===== src/rtl/bstp_pkg.sv =====
// ----------------------------------------------------------------------------
// bstp_pkg: shared types and helpers for the skeleton thinning pass
// Pixel classes, configuration codes, item structs and the erosion rule.
// ----------------------------------------------------------------------------
package bstp_pkg;

  localparam int PIX_W      = 8;
  localparam int FW_W       = 11;
  localparam int FH_W       = 13;
  localparam int PR_W       = 2;
  localparam int CFG_IDX_W  = 2;
  localparam int CFG_DATA_W = 13;

  localparam logic [FH_W-1:0] HEIGHT_LIMIT = 13'd4096;
  localparam logic [FH_W-1:0] HEIGHT_RESET = 13'd1024;

  // neighbour codes with a fixed answer
  localparam logic [7:0] CODE_ERODE_A = 8'd54;
  localparam logic [7:0] CODE_ERODE_B = 8'd216;
  localparam logic [7:0] CODE_KEEP_A  = 8'd99;
  localparam logic [7:0] CODE_KEEP_B  = 8'd141;

  typedef enum logic [CFG_IDX_W-1:0] {
    CFG_FRAME_WIDTH  = 2'd0,
    CFG_FRAME_HEIGHT = 2'd1,
    CFG_PRUNE_LEVEL  = 2'd2
  } cfg_idx_e;

  typedef enum logic [1:0] {
    CLS_OFF    = 2'd0,
    CLS_ERODED = 2'd1,
    CLS_ON     = 2'd2
  } cls_e;

  typedef struct packed {
    logic [FW_W-1:0] width;
    logic [FH_W-1:0] height;
    logic [PR_W-1:0] prune;
  } cfg_t;

  typedef struct packed {
    logic             emit;
    logic [PIX_W-1:0] value;
  } op_t;

  typedef struct packed {
    logic [PIX_W-1:0] out_value;
    logic             end_of_row;
    logic             end_of_frame;
  } res_t;

  localparam int OP_W  = $bits(op_t);
  localparam int RES_W = $bits(res_t);

  function automatic cls_e class_of(input logic [PIX_W-1:0] v);
    cls_e c;
    if (v == '0) begin
      c = CLS_OFF;
    end else if (v == PIX_W'(1)) begin
      c = CLS_ERODED;
    end else begin
      c = CLS_ON;
    end
    return c;
  endfunction

  // a: neighbour nonzero, b: neighbour on; bit 0 left, then clockwise
  function automatic logic erodes(input logic [7:0] a, input logic [7:0] b,
                                  input logic [PR_W-1:0] prune);
    logic [2:0] faces;
    logic [2:0] corners;
    logic [3:0] total;
    logic       full;
    logic       e;
    logic       e_late;
    logic       ring;
    logic       trip;
    logic       stop_a;
    logic       stop_b;
    logic       stop_c;
    logic       stop_d;
    logic       res;
    faces   = 3'(a[0]) + 3'(a[2]) + 3'(a[4]) + 3'(a[6]);
    corners = 3'(a[1]) + 3'(a[3]) + 3'(a[5]) + 3'(a[7]);
    total   = 4'(faces) + 4'(corners);
    full    = prune > 2'd1;
    e = (faces == 3'd2 && corners == 3'd0 && a[2] && a[4]) || (full && total <= 4'd1);
    // any run of three set neighbours followed by a clear one breaks the ring
    ring = 1'b1;
    for (int j = 0; j < 8; j++) begin
      if (a[3'(j)] && a[3'(j + 1)] && a[3'(j + 2)] && !a[3'(j + 3)]) ring = 1'b0;
    end
    trip = (a[1] && a[2] && a[3]) || (a[3] && a[4] && a[5]) ||
           (a[5] && a[6] && a[7]) || (a[7] && a[0] && a[1]);
    stop_a = !full && faces == 3'd1 && corners == 3'd2 && trip;
    stop_b = prune == 2'd0 && faces == 3'd2 && corners == 3'd2 && !ring;
    stop_c = !((!a[1] || b[0] || b[2]) && (!a[3] || b[2] || b[4]) &&
               (!a[5] || b[4] || b[6]) && (!a[7] || b[6] || b[0]));
    stop_d = !((!a[0] || !a[4] || b[2] || b[6]) && (!a[2] || !a[6] || b[0] || b[4]));
    e_late = e || full || faces > 3'd2 || (faces == 3'd2 && corners > 3'd1);
    if (a == CODE_ERODE_A || a == CODE_ERODE_B) begin
      res = 1'b1;
    end else if (a == CODE_KEEP_A || a == CODE_KEEP_B) begin
      res = 1'b0;
    end else if ((a[0] && a[2] && a[4] && a[6]) || stop_a || stop_b || stop_c || stop_d) begin
      res = e;
    end else begin
      res = e_late;
    end
    return res;
  endfunction

endpackage


===== src/rtl/bstp_if.sv =====
// ----------------------------------------------------------------------------
// bstp_if: stream channels of the thinning pass
// Pixel input channel and result output channel, valid/ready handshake.
// ----------------------------------------------------------------------------
interface bstp_in_if import bstp_pkg::*; ();
  logic             valid;
  logic             ready;
  logic             mode;
  logic [PIX_W-1:0] pixel_value;

  modport source (output valid, output mode, output pixel_value, input ready);
  modport sink   (input valid, input mode, input pixel_value, output ready);
endinterface



===== src/rtl/bstp_front.sv =====
// ----------------------------------------------------------------------------
// bstp_front: item intake and classification
// Tracks the arrival position and drain phase, drops ignored items and
// queues a window shift per kept beat, marked when it produces a result.
// ----------------------------------------------------------------------------
module bstp_front import bstp_pkg::*; (
  input  logic       clk_i,
  input  logic       rst_ni,
  input  cfg_t       cfg_i,
  input  logic       restart_i,
  bstp_in_if.sink    pix_i,
  output op_t        op_o,
  output logic       op_valid_o,
  input  logic       op_ready_i
);
  logic [FW_W-1:0] ac_q, ac_d;
  logic [FH_W-2:0] ar_q, ar_d;
  logic [FW_W:0]   drain_q, drain_d;
  logic            accept;
  logic            draining;
  logic            col_last;
  logic            row_last;

  assign pix_i.ready = op_ready_i;
  assign accept      = pix_i.valid && op_ready_i;
  assign draining    = drain_q != '0;
  assign col_last    = (ac_q + 11'd1) >= cfg_i.width;
  assign row_last    = ({1'b0, ar_q} + 13'd1) >= cfg_i.height;

  // classify the beat and advance positions
  always_comb begin
    ac_d       = ac_q;
    ar_d       = ar_q;
    drain_d    = drain_q;
    op_valid_o = 1'b0;
    op_o.emit  = 1'b0;
    op_o.value = pix_i.pixel_value;
    if (accept) begin
      if (pix_i.mode) begin
        if (draining) begin
          op_valid_o = 1'b1;
          op_o.emit  = 1'b1;
          op_o.value = '0;
          drain_d    = drain_q - 1'b1;
        end
      end else if (!draining) begin
        op_valid_o = 1'b1;
        op_o.emit  = (ar_q >= 12'd2) || (ar_q == 12'd1 && ac_q != '0);
        if (col_last) begin
          ac_d = '0;
          if (row_last) begin
            ar_d    = '0;
            drain_d = (cfg_i.height >= 13'd2) ? ({1'b0, cfg_i.width} + 12'd1)
                                              : {1'b0, cfg_i.width};
          end else begin
            ar_d = ar_q + 1'b1;
          end
        end else begin
          ac_d = ac_q + 1'b1;
        end
      end
    end
  end

  always_ff @(posedge clk_i or negedge rst_ni) begin
    if (!rst_ni) begin
      ac_q    <= '0;
      ar_q    <= '0;
      drain_q <= '0;
    end else if (restart_i) begin
      ac_q    <= '0;
      ar_q    <= '0;
      drain_q <= '0;
    end else begin
      ac_q    <= ac_d;
      ar_q    <= ar_d;
      drain_q <= drain_d;
    end
  end

endmodule


===== src/flat_wrapper.sv =====
// flat-port wrapper written by rule: the top's interface ports become plain ports
module bstp_front_flat import bstp_pkg::*;
  (clk_i, rst_ni, cfg_i, restart_i, op_o, op_valid_o, op_ready_i, pix_i_valid, pix_i_mode, pix_i_pixel_value, pix_i_ready);
  bstp_in_if pix_i_i ();
  input  logic clk_i;
  input  logic rst_ni;
  input  cfg_t cfg_i;
  input  logic restart_i;
  output op_t op_o;
  output logic op_valid_o;
  input  logic op_ready_i;
  input wire logic [$bits(pix_i_i.valid)-1:0] pix_i_valid;
  input wire logic [$bits(pix_i_i.mode)-1:0] pix_i_mode;
  input wire logic [$bits(pix_i_i.pixel_value)-1:0] pix_i_pixel_value;
  output wire logic [$bits(pix_i_i.ready)-1:0] pix_i_ready;
  assign pix_i_i.valid = pix_i_valid;
  assign pix_i_i.mode = pix_i_mode;
  assign pix_i_i.pixel_value = pix_i_pixel_value;
  assign pix_i_ready = pix_i_i.ready;
  bstp_front u_core (.clk_i(clk_i), .rst_ni(rst_ni), .cfg_i(cfg_i), .restart_i(restart_i), .pix_i(pix_i_i), .op_o(op_o), .op_valid_o(op_valid_o), .op_ready_i(op_ready_i));
endmodule

===== config.mk =====
export PLATFORM = sky130hd
export DESIGN_NAME = bstp_front_flat
export DESIGN_NICKNAME = d
export VERILOG_FILES = /design/src/rtl/bstp_pkg.sv /design/src/rtl/bstp_if.sv /design/src/rtl/bstp_front.sv /design/src/flat_wrapper.sv
export SDC_FILE = /design/constraint.sdc
export NUM_CORES = 1
export LEC_CHECK = 0
export ABC_AREA = 1
export BUFFER_PORTS_ARGS = -buffer_cell sky130_fd_sc_hd__buf_4
export CORE_MARGIN = 3
export CORE_UTILIZATION = 59
export DETAILED_ROUTE_END_ITERATION = 10
export PLACE_DENSITY = 0.82
export SLEW_MARGIN = 20
export SYNTH_ARGS = -nofsm -noshare
export SYNTH_HDL_FRONTEND = slang
export SYNTH_SLANG_ARGS = --single-unit

===== constraint.sdc =====
create_clock -name clk_i -period 3.3 [get_ports clk_i]
set_clock_uncertainty 0.1 [all_clocks]
set_input_delay 0.99 -clock clk_i [delete_from_list [all_inputs] [get_ports clk_i]]
set_output_delay 0.99 -clock clk_i [all_outputs]
set_load 0.01 [all_outputs]

Word-level counts from Yosys, hierarchy flattened
Index checks and enable logic that the tools add are counted.
W data, S select, Z words.
{ "op_classes": {"magnitude_cmp": 4, "div_mod_pow": 0, "reduce_logical": 12, "shifts": 0, "muxes": 28, "mul": 0, "n_addsub": 5, "bitwise_logic": 0, "eq_ne": 5} }
{ "ops": {"columns": ["operator", "count"], "rows": [
  ["$mux W12", 14],
  ["$mux W11", 5],
  ["$mux W9", 2],
  ["$add A12 B1 Y13 const B", 1],
  ["$ge A13 B13 Y1", 1],
  ["$ge A13 B2 Y1 const B", 1],
  ["$add A11 B1 Y12 const B", 1],
  ["$add A12 B1 Y12 const B", 1],
  ["$eq A12 B1 Y1 const B", 1],
  ["$ge A12 B2 Y1 const B", 1],
  ["$reduce_bool A12 Y1", 1],
  ["$sub A12 B1 Y12 const B", 1],
  ["$add A11 B1 Y11 const B", 1],
  ["$ge A11 B11 Y1", 1],
  ["$reduce_bool A11 Y1", 1],
  ["$mux W8", 1],
  ["$mux W1", 6],
  ["$reduce_bool A3 Y1", 2],
  ["$reduce_and A5 Y1", 1],
  ["$ne A2 B2 Y1 const B", 2],
  ["$reduce_and A4 Y1", 1],
  ["$reduce_bool A2 Y1", 2],
  ["$ne A3 B2 Y1 const B", 1],
  ["$ne A3 B3 Y1 const B", 1],
  ["3 further kinds", 4]
]} }
{ "word_totals": {"mem_count": 0, "inputBits": 40, "latchBits": 0, "ramBits": 0, "romBits": 0, "out_inout_bits": 11, "regBits": 35} }

Longest topological paths before layout
{ "depth": {"ltp_word": 8, "depth_mapped": 20, "depth_no_buf": 19} }

Worst setup path after synthesis
Ideal clock, no wire load.
{ "synth_path": {"path_type": "input -> output", "startpoint": "input port pix_i_mode", "endpoint": "output port op_o[8] (netlist bit)", "cell_stages": 8, "t_required_ps": 2210, "slack_ps": 428, "path_buffers": 2, "arrival_time_ps": 1782, "path_cell_list": "buf_2 inv_1 buf_2 nand4_1 nor3_1 nand3_1 nand2_1 inv_1"} }
{ "synth_lines": {"columns": ["element", "line", "source"], "rows": [
  ["start, declared", "flat_wrapper.sv:13", "input wire logic [$bits(pix_i_i.mode)-1:0] pix_i_mode;"],
  ["end, declared", "flat_wrapper.sv:9", "output op_t op_o;"]
]} }

Final worst setup path
{ "layout_path": {"startpoint": "register u_core.ac_q[0]", "endpoint": "register u_core.ac_q[3]"} }
{ "layout_via": {"elab_chain_cells": 7} }
{ "layout_lines": {"columns": ["element", "line", "source"], "rows": [
  ["start, declared", "bstp_front.sv:16", "logic [FW_W-1:0] ac_q, ac_d;"],
  ["start signal, assigned", "bstp_front.sv:67", "ac_q <= '0;"],
  ["start signal, assigned", "bstp_front.sv:71", "ac_q <= '0;"],
  ["start signal, assigned", "bstp_front.sv:75", "ac_q <= ac_d;"],
  ["$add A11 B1 Y11 *", "bstp_front.sv:27, bstp_front.sv:59", null],
  ["$ge A11 B11 Y1", "bstp_front.sv:27", "assign col_last = (ac_q + 11'd1) >= cfg_i.width;"],
  ["$mux W11 *", "bstp_front.sv:49", "if (col_last) begin"],
  ["$mux W11 *", "bstp_front.sv:46", "end else if (!draining) begin"],
  ["$mux W11 *", "bstp_front.sv:39", "if (pix_i.mode) begin"],
  ["$mux W11 *", "bstp_front.sv:38", "if (accept) begin"],
  ["$mux W11 *", "bstp_front.sv:70", "end else if (restart_i) begin"]
]} }
Mark *: on every way between the ends. The rest lies on a longest branch, timed or not. The select of a mux whose other input is x is not followed.
A chain may end at the register's enable or synchronous reset.

==> flow_metrics.env <==
export IMPL_fin_crit_sh_pct=91.7
export IMPL_hold_path_end="u_core.ac_q[9]"
export IMPL_crit_path_top_delay_cell="dfrtp_2"
export IMPL_cp_required_ps=3400
export IMPL_ys_ff_latch=35
export IMPL_routedWlPerCell_um=13.1
export IMPL_relSlewSlack_pct=61.8
export IMPL_fin_ws_ps=273
export IMPL_start_util_pct=63.4
export IMPL_holdBufCountCts=0
export IMPL_root_buffer="clkbuf_8"
export IMPL_layout_drive_gt1_share_pct=13.4
export IMPL_grt_pass1_vias=3484
export IMPL_dp_cells=697
export IMPL_synth_edf_count=0
export IMPL_cts_tree="built"
export IMPL_worst_slew_pin_slew_ps=572
export IMPL_core_area_sq_um=5740
export IMPL_synth_flop_cell="dfrtp_1"
export IMPL_regToRegStartpoint="u_core.ac_q[0]"
export IMPL_hpwl_mm=7.28
export IMPL_wirelength_mm=9.20
export IMPL_gp_congestion=0.897
export IMPL_crit_path_start_kind="flip-flop"
export IMPL_postCtsSetupBuffers=0
export IMPL_layout_common_cells="180 x nand2_1, 94 x inv_1, 59 x nor2_1"
export IMPL_syn_cell_area_sq_um=3640
export IMPL_remaining_drc_errors=0
export IMPL_nets=703
export IMPL_viasPerCell=5.44
export IMPL_ios=51
export IMPL_total_power_mw=1.21
export IMPL_powerDensity_nw_per_um2=290
export IMPL_dieWidth_um=84.6
export IMPL_rsz0062_at_grt="no"
export IMPL_whs_ps=429
export IMPL_post_route_min_period_ps=3030
export IMPL_syn_nets=656
export IMPL_hold_violations=0
export IMPL_grt_first_pass_wirelength_mm=15.7
export IMPL_min_path_cells=2
export IMPL_post_route_cell_area_sq_um=4160
export IMPL_drtIter0Drc=340
export IMPL_yosysWarnings=0
export IMPL_synth_cell_types=38
export IMPL_synthesis_area_per_instance_sq_um=6.23
export IMPL_port_buffers=48
export IMPL_synth_mux_area_share_pct=0
export IMPL_core_rowCount=27
export IMPL_ys_seq_area_share_pct=24.0
export IMPL_r2r_end="u_core.ac_q[3]"
export IMPL_place_area_sq_um=4050
export IMPL_diodes=0
export IMPL_clkTransAtPathRegs_ps=80
export IMPL_rrSetupSlack_ps=270
export IMPL_slew_violations=0
export IMPL_die_area_sq_um=7150
export IMPL_grt_usage_pct=26.3
export IMPL_fmax_mhz=330
export IMPL_end_kind="flip-flop"
export IMPL_area_delta_synth_final_pct=14.3
export IMPL_tns_ps=0
export IMPL_setup_viol=0
export IMPL_synth_top_family_by_area="simple AND/OR/NAND/NOR gates"
export IMPL_antenna_found_initial=0
export IMPL_ant_nets=0
export IMPL_synthAdderAreaFrac_pct=10.6
export IMPL_ff2ff_path_depth=15
export IMPL_die_h_um=84.6
export IMPL_h_tree_depth=2
export IMPL_vias=3830
export IMPL_synthCells=585
export IMPL_crit_chain="ha_1 -> nand3_1 -> nor3_1 -> xor2_1 -> inv_1 -> ha_1 -> nand2_1 -> nand2_1 -> nand2_1 -> nand2_1 -> nor2_1 -> nand3_2 -> nor2_2 -> nand2_2 -> o22ai_1"
export IMPL_grt_max_degree=36
export IMPL_overflow=0
export IMPL_ir_worst_vdd_v=0.000178
export IMPL_stdcell_count=704
export IMPL_worstPathArrival_ps=3120
export IMPL_dp_slack_ps=114
export IMPL_postSynth_asyncResetShare_pct=100
export IMPL_synth_compound_area_share_pct=8.31
export IMPL_crit_fanout=8
export IMPL_cpMostUsedCell="nand2_1"
export IMPL_critPathMaxStageDelay_ps=440
export IMPL_p_leak_nw=2.35
export IMPL_critical_path_class="flip-flop to flip-flop"
export IMPL_status="complete, no violations"
export IMPL_cts_max_path_buffers=2
export IMPL_clkSinkCount=35
export IMPL_fill_cells=501
export IMPL_hold_class="flip-flop to flip-flop"
export IMPL_synth_simple_area_share_pct=41.4
export IMPL_post_route_util_pct=72.5
export IMPL_final_common_cell="nand2_1"
export IMPL_maxCapViolCount=0
export IMPL_yosys_area_share_xor_xnor_pct=3.37
export IMPL_min_delay_start="u_core.ac_q[9]"
export IMPL_clock_latency_ps=290
export IMPL_dr_pass1_iters=5
export IMPL_numCtsBuffers=5
## synth_stat cells, types with 2 or more instances
| cell type | count | area, sq um |
|---|---|---|
| nand3_1 | 50 | 250 |
| inv_1 | 94 | 353 |
| nand3b_1 | 2 | 15.0 |
| xor2_1 | 12 | 105 |
| buf_4 | 2 | 15.0 |
| o21bai_1 | 2 | 15.0 |
| or2_1 | 3 | 18.8 |
| o21ai_1 | 12 | 60.1 |
| or2_2 | 3 | 18.8 |
| a21oi_1 | 16 | 80.1 |
| o22ai_1 | 10 | 62.6 |
| buf_2 | 7 | 35.0 |
| nor3_2 | 4 | 40.0 |
| o21ai_0 | 11 | 55.1 |
| nor2_8 | 2 | 40.0 |
| buf_6 | 2 | 22.5 |
| nor3_1 | 11 | 55.1 |
| dfrtp_1 | 35 | 876 |
| and2_1 | 3 | 18.8 |
| nand4_1 | 9 | 56.3 |
| nor2_1 | 61 | 229 |
| nand2_1 | 180 | 676 |
| clkbuf_1 | 2 | 7.51 |
| nor4_1 | 3 | 18.8 |
| xnor2_1 | 2 | 17.5 |
| ha_1 | 31 | 388 |
| nand2_2 | 5 | 31.3 |
## how the worst max path moves through the flow
stage                    from           endpoint  slack, ps  cells after the start
2_1_floorplan      pix_i_mode            op_o[8]        430                      8
3_3_place_gp   u_core.ac_q[0]  u_core.drain_q[6]        240                     17
3_5_place_dp   u_core.ac_q[0]     u_core.ac_q[3]        110                     15
4_1_cts        u_core.ac_q[0]     u_core.ac_q[3]        100                     15
5_1_grt        u_core.ac_q[2]  u_core.drain_q[4]         30                     17
6_report       u_core.ac_q[0]     u_core.ac_q[3]        270                     15
## worst max-delay path, delay by kind of cell, from the launching register on
family,cells,cell delay (ps)
adders and majority gates,2,570
buffers and inverters,1,80
DFF,1,440
AOI/OAI and AO/OA,1,180
xor gates and xnor gates,1,290
and+or+nand+nor,10,1290
## where the power goes
part	leakage [nW]	switching (mW)	total, mW	internal, mW
Combinational	1.83	0.235	0.390	0.156
Sequential	0.474	0.0380	0.494	0.456
Clock	0.0470	0.158	0.322	0.164
Total	2.35	0.431	1.21	0.776
## logic make-up after synthesis
kind of cell | Yosys count
xor gates and xnor gates | 14
adders and majority gates | 31
AOI/OAI and AO/OA | 55
and+or+nand+nor | 340
buffers and inverters | 110
DFF | 35
## area by class of cell
cell class	instances	area (sq um)	share of cell area (%)
clock buffer	6	82.6	1.98
timing repair buffer	53	398	9.56
multi-input combinational	440	2340	56.3
tap	72	90.1	2.16
inverter	97	367	8.81
sequential	35	877	21.1
clock inverter	1	5.00	0.120
## what timing repair did
action                     CTS  global route
hold endpoints to repair     0             0
setup endpoints to repair    0            35
gates resized for setup      0             6
## per-layer routing
metal / vias up / GRT usage [%] / wire [um]
met5: - / 0 / 0
met4: 0 / 7.05 / 152
met3: 17 / 4.12 / 576
met2: 145 / 44.6 / 4400
met1: 1729 / 34.6 / 4070
li1: 1939 / - / -
## flip-flops by register name, summed over array words and instances, names as in the netlist
signal,count
u_core.ar_q,12
u_core.drain_q,12
u_core.ac_q,11
Note: power is estimated with default switching activity, not from simulation.
