[config.mk]
export PLATFORM = sky130hd
export DESIGN_NAME = bstp_fifo
export DESIGN_NICKNAME = d
export VERILOG_FILES = /design/src/rtl/bstp_fifo.sv
export SDC_FILE = /design/constraint.sdc
export NUM_CORES = 1
export LEC_CHECK = 0
export BUFFER_PORTS_ARGS = -buffer_cell sky130_fd_sc_hd__buf_2
export CORE_ASPECT_RATIO = 1.5
export CORE_UTILIZATION = 49
export DETAILED_ROUTE_END_ITERATION = 10
export PLACE_DENSITY_LB_ADDON = 0.12
export SETUP_SLACK_MARGIN = 0.02
export SYNTH_ARGS = -nofsm -noshare
export SYNTH_HDL_FRONTEND = slang
export SYNTH_SLANG_ARGS = --single-unit
[constraint.sdc]
create_clock -name clk_i -period 2.25 [get_ports clk_i]
set_input_delay 0.45 -clock clk_i [delete_from_list [all_inputs] [get_ports clk_i]]
set_output_delay 0.45 -clock clk_i [all_outputs]
set_load 0.05 [all_outputs]
[src/rtl/bstp_fifo.sv]
// ----------------------------------------------------------------------------
// bstp_fifo: small flop-based queue
// First-word-fall-through queue with an occupancy count.
// ----------------------------------------------------------------------------
module bstp_fifo #(
  parameter int W     = 8,
  parameter int DEPTH = 4
) (
  input  logic                     clk_i,
  input  logic                     rst_ni,
  input  logic                     push_valid_i,
  input  logic [W-1:0]             push_data_i,
  output logic                     push_ready_o,
  output logic                     pop_valid_o,
  output logic [W-1:0]             pop_data_o,
  input  logic                     pop_ready_i,
  output logic [$clog2(DEPTH):0]   count_o
);
  localparam int AW = $clog2(DEPTH);

  logic [W-1:0]  mem_q [DEPTH];
  logic [AW-1:0] wptr_q;
  logic [AW-1:0] rptr_q;
  logic [AW:0]   cnt_q;
  logic          push;
  logic          pop;

  assign push_ready_o = cnt_q != (AW+1)'(DEPTH);
  assign pop_valid_o  = cnt_q != '0;
  assign pop_data_o   = mem_q[rptr_q];
  assign count_o      = cnt_q;
  assign push         = push_valid_i && push_ready_o;
  assign pop          = pop_valid_o && pop_ready_i;

  // advance pointers and count
  always_ff @(posedge clk_i or negedge rst_ni) begin
    if (!rst_ni) begin
      wptr_q <= '0;
      rptr_q <= '0;
      cnt_q  <= '0;
    end else begin
      if (push) wptr_q <= wptr_q + 1'b1;
      if (pop) rptr_q <= rptr_q + 1'b1;
      cnt_q <= cnt_q + (AW+1)'(push) - (AW+1)'(pop);
    end
  end

  // store a beat
  always_ff @(posedge clk_i) begin
    if (push) mem_q[wptr_q] <= push_data_i;
  end

endmodule

* After elaboration in Yosys (flattened, before gate mapping) *
Memories as Yosys holds them, arrays and structs flattened.
Cells that the tools add are included.

word-level totals
  flip-flop bits (word level) = 7
  memory bits (writable) = 32
  input bits = 12
  logic and storage cells = 14
  memories = 1

cells by class
  add/sub/neg operators = 4
  equality and inequality tests = 1
  mux-type cells = 2
  reductions and logical operators = 3

memories
  memory  words  width  read ports  clocked after memory_dff  wr ports  line  text
  mem_q   4      8      1           0                         1         21    logic [W-1:0] mem_q [DEPTH];

operators with widths
  operator                                                        count
  2-bit by 1-bit adder with 2-bit output (second input constant)  2
  3-bit by 1-bit adder with 3-bit output                          1
  3-bit != test (second input constant)                           1
  3-bit nonzero test                                              1
  3-bit by 1-bit subtractor with 3-bit output                     1
  1-bit logical AND                                               2
  1-bit two-way mux                                               2

* Depth between registers and ports, before layout *
Gate-level depths: netlist (run 1).

  depth in word-level cells = 4
  gate-level depth with buffers = 9
  mapped depth without buffers = 9

* Worst setup path after synthesis (run 1) *
OpenSTA, ideal clock, no wires.

  path kind = register to register
  from = register cnt_q[2], in the netlist count_o[2]
  to = register cnt_q[2], in the netlist count_o[2]
  setup time = 0.150 ns
  arrival = 2.276 ns
  required time = 2.100 ns
  setup slack = -0.176 ns
  cell stages (with the launch flop) = 10
  period minus slack after synthesis = 2.426 ns
  path through = dfrtp_1 > nor3b_4 > nand2b_1 > ha_1 > inv_1 > ha_1 > inv_1 > fa_1 > xnor2_1 > xnor2_1

between the ends
  longest elaborated chain between the ends = 4
  elaborated cells on any way between the ends = 6
  classes of those cells = add/sub (2); eq/ne (1); reduce/logical (3)

RTL lines
  item                                           line  text
  from (decl)                                    24    logic [AW:0] cnt_q;
  from (signal assigned)                         44    cnt_q <= cnt_q + (AW+1)'(push) - (AW+1)'(pop);
  3-bit != test                                  28    assign push_ready_o = cnt_q != (AW+1)'(DEPTH);
  1-bit logical AND                              32    assign push = push_valid_i && push_ready_o;
  3-bit by 1-bit adder with 3-bit output         44
  3-bit by 1-bit subtractor with 3-bit output *  44

Every way passes the cells marked *; elsewhere a longest branch is shown, timed or not.
A chain may end at the register's enable or synchronous reset.

* Worst setup path in the final report (run 1) *
  from = register cnt_q[1], in the netlist count_o[1]
  to = register cnt_q[2], in the netlist count_o[2]

between the ends
  elaborated cells on any way between the ends = 6
  classes of those cells = add/sub (2); eq/ne (1); reduce/logical (3)

RTL lines
  item                                         line  text
  3-bit nonzero test                           29    assign pop_valid_o = cnt_q != '0;
  1-bit logical AND                            33    assign pop = pop_valid_o && pop_ready_i;
  via pop                                      26    logic pop;
  3-bit by 1-bit subtractor with 3-bit output  44

The timed path passes the listed nets, and every way through them passes these cells.

==> metrics.txt, run 1 <==
layout cells sized above 1=between 30% and 40%; Syn Std Cell Area=~1600 sq um; die span in x=49.1 um; vias in the first global route=approximately 830; Post-Syn Instances=between 80 and 90; CTS tree=built; Worst Path Required=2.45 ns; dpl hpwl=1760 um; synth unique cells=19; EDFF count, synth=32; RePlAce Congestion=around 0.66; fin crit share=roughly 93%; clock root cell=clkbuf_8; via count=a little over 800; initial antenna violation count=0; synthesized net count=between 100 and 150; Final TNS setup=0 ns; # nets final=approximately 140; Worst setup SP type=register; Final min period=between 2 and 2.5 ns; Avg Cell Area, Syn=around 20 sq um; routed length on met1=913 um; Data arrival, critical path=2.30 ns; most frequent cell after synthesis=edfxtp_1; final wirelength=about 2400 um; Max Clock Skew=approximately 0.0047 ns; DRT Pass-1 Iters=3; initial core utilization=roughly half; post-cts gate resize count=0; Worst-path clk slew=0.07 ns; Crit Path Class=reg -> reg; TritonCTS Sinks=39; register bit total from synthesis=39; worst relative slew slack=roughly 71%; dominant cells by area after synthesis=edfxtp_1 (59%), mux4_2 (11%), dfrtp_1 (11%); CP endpoint kind=register; total gr overflow=0; Worst Max-Slew Pin Slew=around 0.43 ns; Hold WC Path Type=in -> reg; RSZ-0062 raised after global routing=no; largest net degree at the start of global routing=12; first-pass GRT wire length=approximately 3900 um; Yosys top cell area share=approximately three fifths; vias per inst=~5.2; top post-synthesis cells by count=edfxtp_1 (32), mux4_2 (8), dfrtp_1 (7); Final Util=between 60 and 70%; max_cap viols=0; H-tree depth=2; number of routed nets with antenna violations=0; CORE AREA=roughly 3200 sq um; Setup-failing EPs final=0; maximum clock frequency=around 0.48 GHz; Slew Viols, Final=0; DRC viols=0; full die area=3560 sq um; Max Root-Sink Buffers=2; Area growth syn-to-layout=17.2%; Die Ht=approximately 73 um; Cell Rows=25; I/O pins=25; top sig layer=met4; Hold Fails Final Rpt=0; post-synthesis sequential area ratio=a little over two thirds; met3 WL post-DR=95 um; Synth Warn #=0; status=finished clean; # diodes=0; total CTS buffers=5; asr flop ratio synth=between 10% and 20%; Total GRT Usage=between 10% and 20%; routed length per instance=about 16 um; leading area contributor after synthesis=edfxtp_1; clk_lat worst skew=between 0.2 and 0.3 ns; Post-synth top flop=edfxtp_1; DR WL met2=1390 um; Iter 0 DRT Violations=14; FILL cells=about 250; crit-path max FO=9; IO Port Bufs=24
==> worst max-delay path, cell delays in order, from the launching register on <==
cell     delay [ns]
dfrtp_2        0.48
o31a_1         0.35
ha_1           0.27
inv_1          0.06
ha_1           0.13
inv_1          0.04
fa_1           0.37
xnor2_1        0.18
xnor2_1        0.14
==> path summary, 6_finish.rpt <==
| check | startpoint | end | slack, ns | cells after the start |
|---|---|---|---|---|
| worst max-delay path | count_o[1] | count_o[2] | 0.15 | 8 |
| worst min-delay path | push_data_i[5] | mem_q[3][5] | 0.38 | 1 |
| worst max register to register | count_o[1] | count_o[2] | 0.15 | 8 |
| worst min register to register | wptr_q[1] | wptr_q[1] | 0.60 | 2 |
| max in group asynchronous | rst_ni | count_o[0] | 1.54 | 2 |
| min in group asynchronous | rst_ni | wptr_q[0] | 0.53 | 2 |
==> per-stage QoR <==
| stage | instances | setup WS, ns | hold WS, ns | instance area [sq um] |
|---|---|---|---|---|
| floorplan | 83 | 0.0426 | 0.154 | 1630 |
| global placement | 147 | 0.102 | 0.294 | 1800 |
| detailed placement | 147 | 0.0737 | 0.295 | 1800 |
| CTS | 156 | 0.0534 | 0.375 | 1900 |
| global route | 157 | 0.0527 | 0.369 | 1910 |
| finish | 157 | 0.155 | 0.379 | 1910 |
==> cell families (layout without fill, tap and decap cells) <==
group	count (synthesis)	after routing	synth area share, %
buffers and inverters	8	42	2.38
DFF	39	39	69.7
AOI/OAI and AO/OA	4	4	2.00
xor gates and xnor gates	4	4	2.15
and+or+nand+nor	13	13	6.84
adders and majority gates	7	7	5.84
muxes	8	8	11.1
==> sequential cells by signal, indices dropped and copies added (netlist names) <==
name and flops:
rptr_q 2, count_o 3, mem_q 32, wptr_q 2
==> cell type report <==
cell class / instances / area [sq um] / share of cell area, %
flip-flops and latches: 39 / 1140 / 59.7
multi-input cells: 36 / 454 / 23.8
repair buffers: 28 / 153 / 7.99
clock buffers: 7 / 86.3 / 4.52
well taps: 40 / 50.0 / 2.62
inverters: 6 / 22.5 / 1.18
clock inverters: 1 / 3.75 / 0.197
==> placed cells by master, fill, tap and decap left out <==
cell type / n
o31a_1: 1
nand4bb_1: 2
xor2_1: 1
inv_1: 6
nor3b_4: 1
or3_1: 1
ha_1: 6
clkbuf_1: 1
clkbuf_8: 6
nand2b_1: 4
buf_4: 3
o211ai_1: 2
xnor2_1: 3
buf_2: 24
edfxtp_1: 32
mux4_2: 8
and3b_1: 4
fa_1: 1
nand2_1: 1
dlygate4sd3_1: 1
dfrtp_2: 3
dfrtp_1: 4
o311ai_1: 1
clkinv_1: 1
==> what timing repair did <==
item | CTS | global route
hold endpoints to repair | 7 | 0
hold buffers | 1 | 0
buffers inserted | 0 | 1
endpoints found under the setup margin | 0 | 1
==> layer usage <==
metal	global-route usage, %	vias to the layer above
li1	-	385
met5	0	-
met2	29.2	23
met1	15.7	411
met4	6.86	0
met3	5.21	5
Power of run 1 is not shown: default switching activity piles up to over one toggle a cycle in this logic, so the estimate is an artifact.
==> run 2: changes to the inputs <==
PLACE_DENSITY = 0.82   (was not set)
PLACE_DENSITY_LB_ADDON = not set   (was 0.12)
==> run 2 against run 1 <==
Net effect: sequential share of layout area fell by 2.0 points; clock-buffer cell count fell by 1; non-clock buffer count rose by 5; final cell count rose by 3.2%; via count rose by 4.2%; register-to-register slack barely moved.
==> metrics.txt, run 2 (synthesized netlist as in run 1, its figures left out) <==
most frequent cells in the layout=edfxtp_1 (32), buf_2 (24), mux4_2 (8), buf_4 (8); status=finished clean; total gr overflow=0; Worst-path clk slew=approximately 0.070 ns; post-cts gate resize count=0; dpl hpwl=1820 um; die span in x=between 40 and 50 um; Max Root-Sink Buffers=2; Area growth syn-to-layout=21.2%; critical path's largest stage delay=0.53 ns; CORE AREA=roughly 3200 sq um; Hold WC Path Type=in -> reg; Worst setup SP type=register; layout cells sized above 1=a little over two fifths; Iter 0 DRT Violations=20; Max Clock Skew=~0.0048 ns; via count=approximately 860; RePlAce Congestion=approximately 0.65; vias per inst=between 5 and 6; full die area=3560 sq um; CTS tree=built; Total GRT Usage=about 17%; clk_lat worst skew=around 0.29 ns; # nets final=140; final instance area=around 2000 sq um; max_cap viols=0; Cell Chain, Critical Path=buf_4 -> mux4_2 -> buf_2; worst relative slew slack=a little under three quarters; H-tree depth=2; largest net degree at the start of global routing=13; Data arrival, critical path=approximately 1.7 ns; fin cells=162; CP max stage cell=mux4_2; total CTS buffers=5; CP endpoint kind=output port; PD cells=between 1500 and 2000 nW/um^2; # diodes=0; initial antenna violation count=0; clock root cell=clkbuf_8; Leak=about 0.76 nW; Final TNS setup=0 ns; Setup-failing EPs final=0; Hold Fails Final Rpt=0; vias in the first global route=~900; Biggest register=mem_q; Worst Max-Slew Pin Slew=about 0.43 ns; final wirelength=between 2000 and 3000 um; crit-path max FO=8; first-pass GRT wire length=4060 um; initial core utilization=51.6%; max reg flops=32; Placed Cells=between 100 and 150; Peak VDD IR=between 0.001 and 0.0015 V; R2R Setup Slk=about 0.16 ns; number of routed nets with antenna violations=0; RSZ-0062 raised after global routing=no; Worst Path Required=between 1.5 and 2 ns; DRC viols=0; maximum clock frequency=0.471 GHz; Cell Rows=25; Crit Path Class=reg -> out; Die Ht=roughly 73 um; most common cell after layout, fill and taps aside=edfxtp_1; DRT Pass-1 Iters=4; TritonCTS Sinks=39; routed length per instance=roughly 16 um; I/O pins=25; Final min period=2.13 ns; Placed Area=~1800 sq um; IO Port Bufs=24; fin crit share=roughly 94%; Slew Viols, Final=0
-- run 2: worst max-delay path, delay by kind of cell (launching register included) --
| family | cells | cell delay (ns) |
|---|---|---|
| DFF | 1 | 0.39 |
| muxes | 1 | 0.53 |
| buffers and inverters | 2 | 0.46 |
-- run 2: worst paths after layout --
path,startpoint,endpoint,cells past startpoint
setup / recovery,rptr_q[0],pop_data_o[2],3
hold / removal,push_data_i[1],mem_q[3][1],1
setup reg to reg,count_o[1],count_o[2],8
hold reg to reg,rptr_q[0],rptr_q[0],1
max in group asynchronous,rst_ni,count_o[0],2
min in group asynchronous,rst_ni,count_o[1],2
-- run 2: repair_timing --
action	CTS	global route
setup endpoints to repair	0	2
hold buffers	1	0
setup buffers	0	7
hold endpoints to repair	7	0
-- run 2: final cells by class --
type / instances / area (sq um)
fillers: 234 / 1180
flip-flops and latches: 39 / 1140
multi-input cells: 36 / 454
repair buffers: 33 / 190
clock buffers: 6 / 82.6
well taps: 40 / 50.0
clock inverters: 2 / 35.0
inverters: 6 / 22.5
-- run 2: through the flow --
step	hold WS, ns	total power [mW]	util (%)	worst slack (ns)
floorplan	0.154	2.14	-	0.0426
global placement	0.288	2.36	56.8	0.135
detailed placement	0.297	2.41	56.8	0.0346
CTS	0.365	3.00	60.8	0.0202
global route	0.366	3.20	62.5	0.0170
finish	0.368	3.07	62.5	0.125
-- run 2: power by group --
| group | switching (mW) | internal (mW) | total [mW] |
|---|---|---|---|
| clock network | 0.234 | 0.358 | 0.593 |
| logic | 0.838 | 0.501 | 1.34 |
| registers | 0.149 | 0.985 | 1.13 |
-- run 2: routing by layer --
layer	vias up	part of all wire, %	track usage [%]
met4	0	2.3	8.82
met2	30	58	32.9
li1	399	-	-
met3	7	4.9	5.21
met5	-	0	0
met1	423	35	15.0
No activity file was read; power rests on OpenSTA's default activity.
==> run 3: changes to the inputs <==
CORE_UTILIZATION = 55   (was 49)
PLACE_DENSITY = 0.87   (was 0.82)
clock period = 2 ns   (was 2.25 ns; I/O delays follow)
==> run 3 against run 2 <==
Net effect: combinational power rose by 31%; setup slack got worse by 0.12 ns; die area fell by 11%; clock skew rose by 0.0056 ns; clock-buffer cell count rose by 2; clock power fell by 6.2%; critical endpoint is now count_o[2]; total power rose by 16%; critical path type is now reg -> reg; utilization rose by 12 points; sequential share of layout area fell by 2.0 points.
==> metrics.txt, run 3 (synthesized netlist as in run 1, its figures left out) <==
Final Util=about three quarters; dpl hpwl=~1900 um; total CTS buffers=5; Slew Viols, Final=0; routed length per instance=between 15 and 20 um; Data arrival, critical path=approximately 2.2 ns; final wirelength=around 2900 um; Crit Path Class=reg -> reg; Register Area=approximately 1100 sq um; # diodes=0; Hold Fails Final Rpt=0; Iter 0 DRT Violations=39; R2R Setup Slk=0.009 ns; CP endpoint kind=register; largest net degree at the start of global routing=12; pre-CTS setup slack=-0.0366 ns; multi-input logic area=502 sq um; total gr overflow=0; CTS tree=built; PD cells=between 1500 and 2000 nW/um^2; reg-to-reg critical path startpoint=count_o[1]; final instance area=2040 sq um; Biggest register=mem_q; RePlAce Congestion=0.792; clock root cell=clkbuf_8; hold path depth=1; worst-case hold path end point=mem_q[3][1]; Worst setup SP type=register; die span in x=about 46 um; most common cell after layout, fill and taps aside=edfxtp_1; Placed Area=roughly 1800 sq um; vias per inst=~5.6; Cell Rows=23; initial core utilization=between 50 and 60%; Max Clock Skew=0.0104 ns; Die Ht=68.7 um; R2R cell count=9; DRC viols=0; maximum clock frequency=approximately 0.5 GHz; Setup-failing EPs final=0; Worst Max-Slew Pin Slew=0.427 ns; Hold WC Path Type=in -> reg; reg2reg end=count_o[2]; Peak VDD IR=approximately 0.0013 V; Crit path top cell by count=ha_4; Max Root-Sink Buffers=2; CP max stage cell=dfrtp_2; max reg flops=32; TritonCTS Sinks=39; hold_ws=about 0.33 ns; full die area=3190 sq um; Cell Chain, Critical Path=nor3b_4 -> nand2b_4 -> ha_4 -> inv_4 -> ha_4 -> inv_2 -> fa_2 -> xnor2_2 -> xnor2_1; Worst-path clk slew=~0.070 ns; first-pass GRT wire length=between 4000 and 5000 um; final worst-path setup slack=roughly 0.0095 ns; FILL cells=155; IO Port Bufs=24; max_cap viols=0; Total GRT Usage=21.5%; I/O pins=25; fin crit share=between 90% and 100%; Worst Path Required=between 2 and 2.5 ns; worst relative slew slack=71.5%; initial antenna violation count=0; most frequent cells in the layout=edfxtp_1 (32), buf_2 (20), buf_4 (12); H-tree depth=2; critical path's largest stage delay=between 0.4 and 0.5 ns; DRT Pass-1 Iters=4; status=finished clean; Leak=0.782 nW; layout cells sized above 1=49.2%; RSZ-0062 raised after global routing=yes; Final min period=roughly 2 ns; clk_lat worst skew=0.29 ns; number of routed nets with antenna violations=0; CORE AREA=2730 sq um; PnR Total Power=3.57 mW; worst hold start=push_data_i[1]; # nets final=between 100 and 150; Area growth syn-to-layout=25.5%; vias in the first global route=about 940; crit-path max FO=4; via count=around 900
run 3: cell types whose count changed in the layout (fill, tap and decap cells not counted), moves of 2 or more:
cell,change
buf_4,+4
inv_1,-2
ha_4,+2
buf_2,-4
ha_1,-2
run 3: area by class of cell:
class	count	area share, %
Tap cell	37	2.26
Clock buffer	8	4.90
Inverter	6	1.22
Sequential cell	39	55.8
Timing Repair Buffer	35	11.3
Multi-Input combinational cell	36	24.5
run 3: what timing repair did:
item                                   in CTS  in global routing
buffers inserted                            4                  1
setup endpoints to repair                   1                  6
pin swaps                                   7                  7
endpoints found under the hold margin       7                  0
hold buffers                                1                  0
resized for setup                           9                  8
run 3: routing by layer:
layer	up-vias	global-route usage, %	part of all wire (%)
met1	457	19.3	35
met4	0	15.4	2.2
met5	-	0	0
met2	32	39.9	59
li1	403	-	-
met3	5	4.17	3.8
run 3: worst max-delay path, delay by kind of cell (launching register included):
kind                       cells  cell delay (ns)
xor gates and xnor gates       2             0.26
DFF                            1             0.45
adders and majority gates      3             0.68
and+or+nand+nor                2             0.39
buffers and inverters          2             0.09
run 3: metrics by stage:
| stage | std cells | setup TNS [ns] |
|---|---|---|
| CTS | 160 | 0 |
| floorplan | 83 | -0.251 |
| global route | 161 | -0.0368 |
| finish | 161 | 0 |
| global placement | 147 | 0 |
| detailed placement | 147 | -0.0366 |
run 3: worst max path at each step:
stage                  to  startpoint  cells after the start  slack, ns
2_1_floorplan  count_o[2]  count_o[2]                      9      -0.16
3_3_place_gp   count_o[2]  count_o[1]                      8       0.05
3_5_place_dp   count_o[2]  count_o[1]                      8      -0.04
4_1_cts        count_o[2]  count_o[0]                      8      0.004
5_1_grt        count_o[2]  count_o[1]                      9      -0.03
6_report       count_o[2]  count_o[1]                      9      0.009
run 3: where the power goes:
group	internal (mW)	switching (mW)
combinational	0.711	1.04
clock	0.314	0.242
sequential	1.11	0.150
total	2.13	1.44
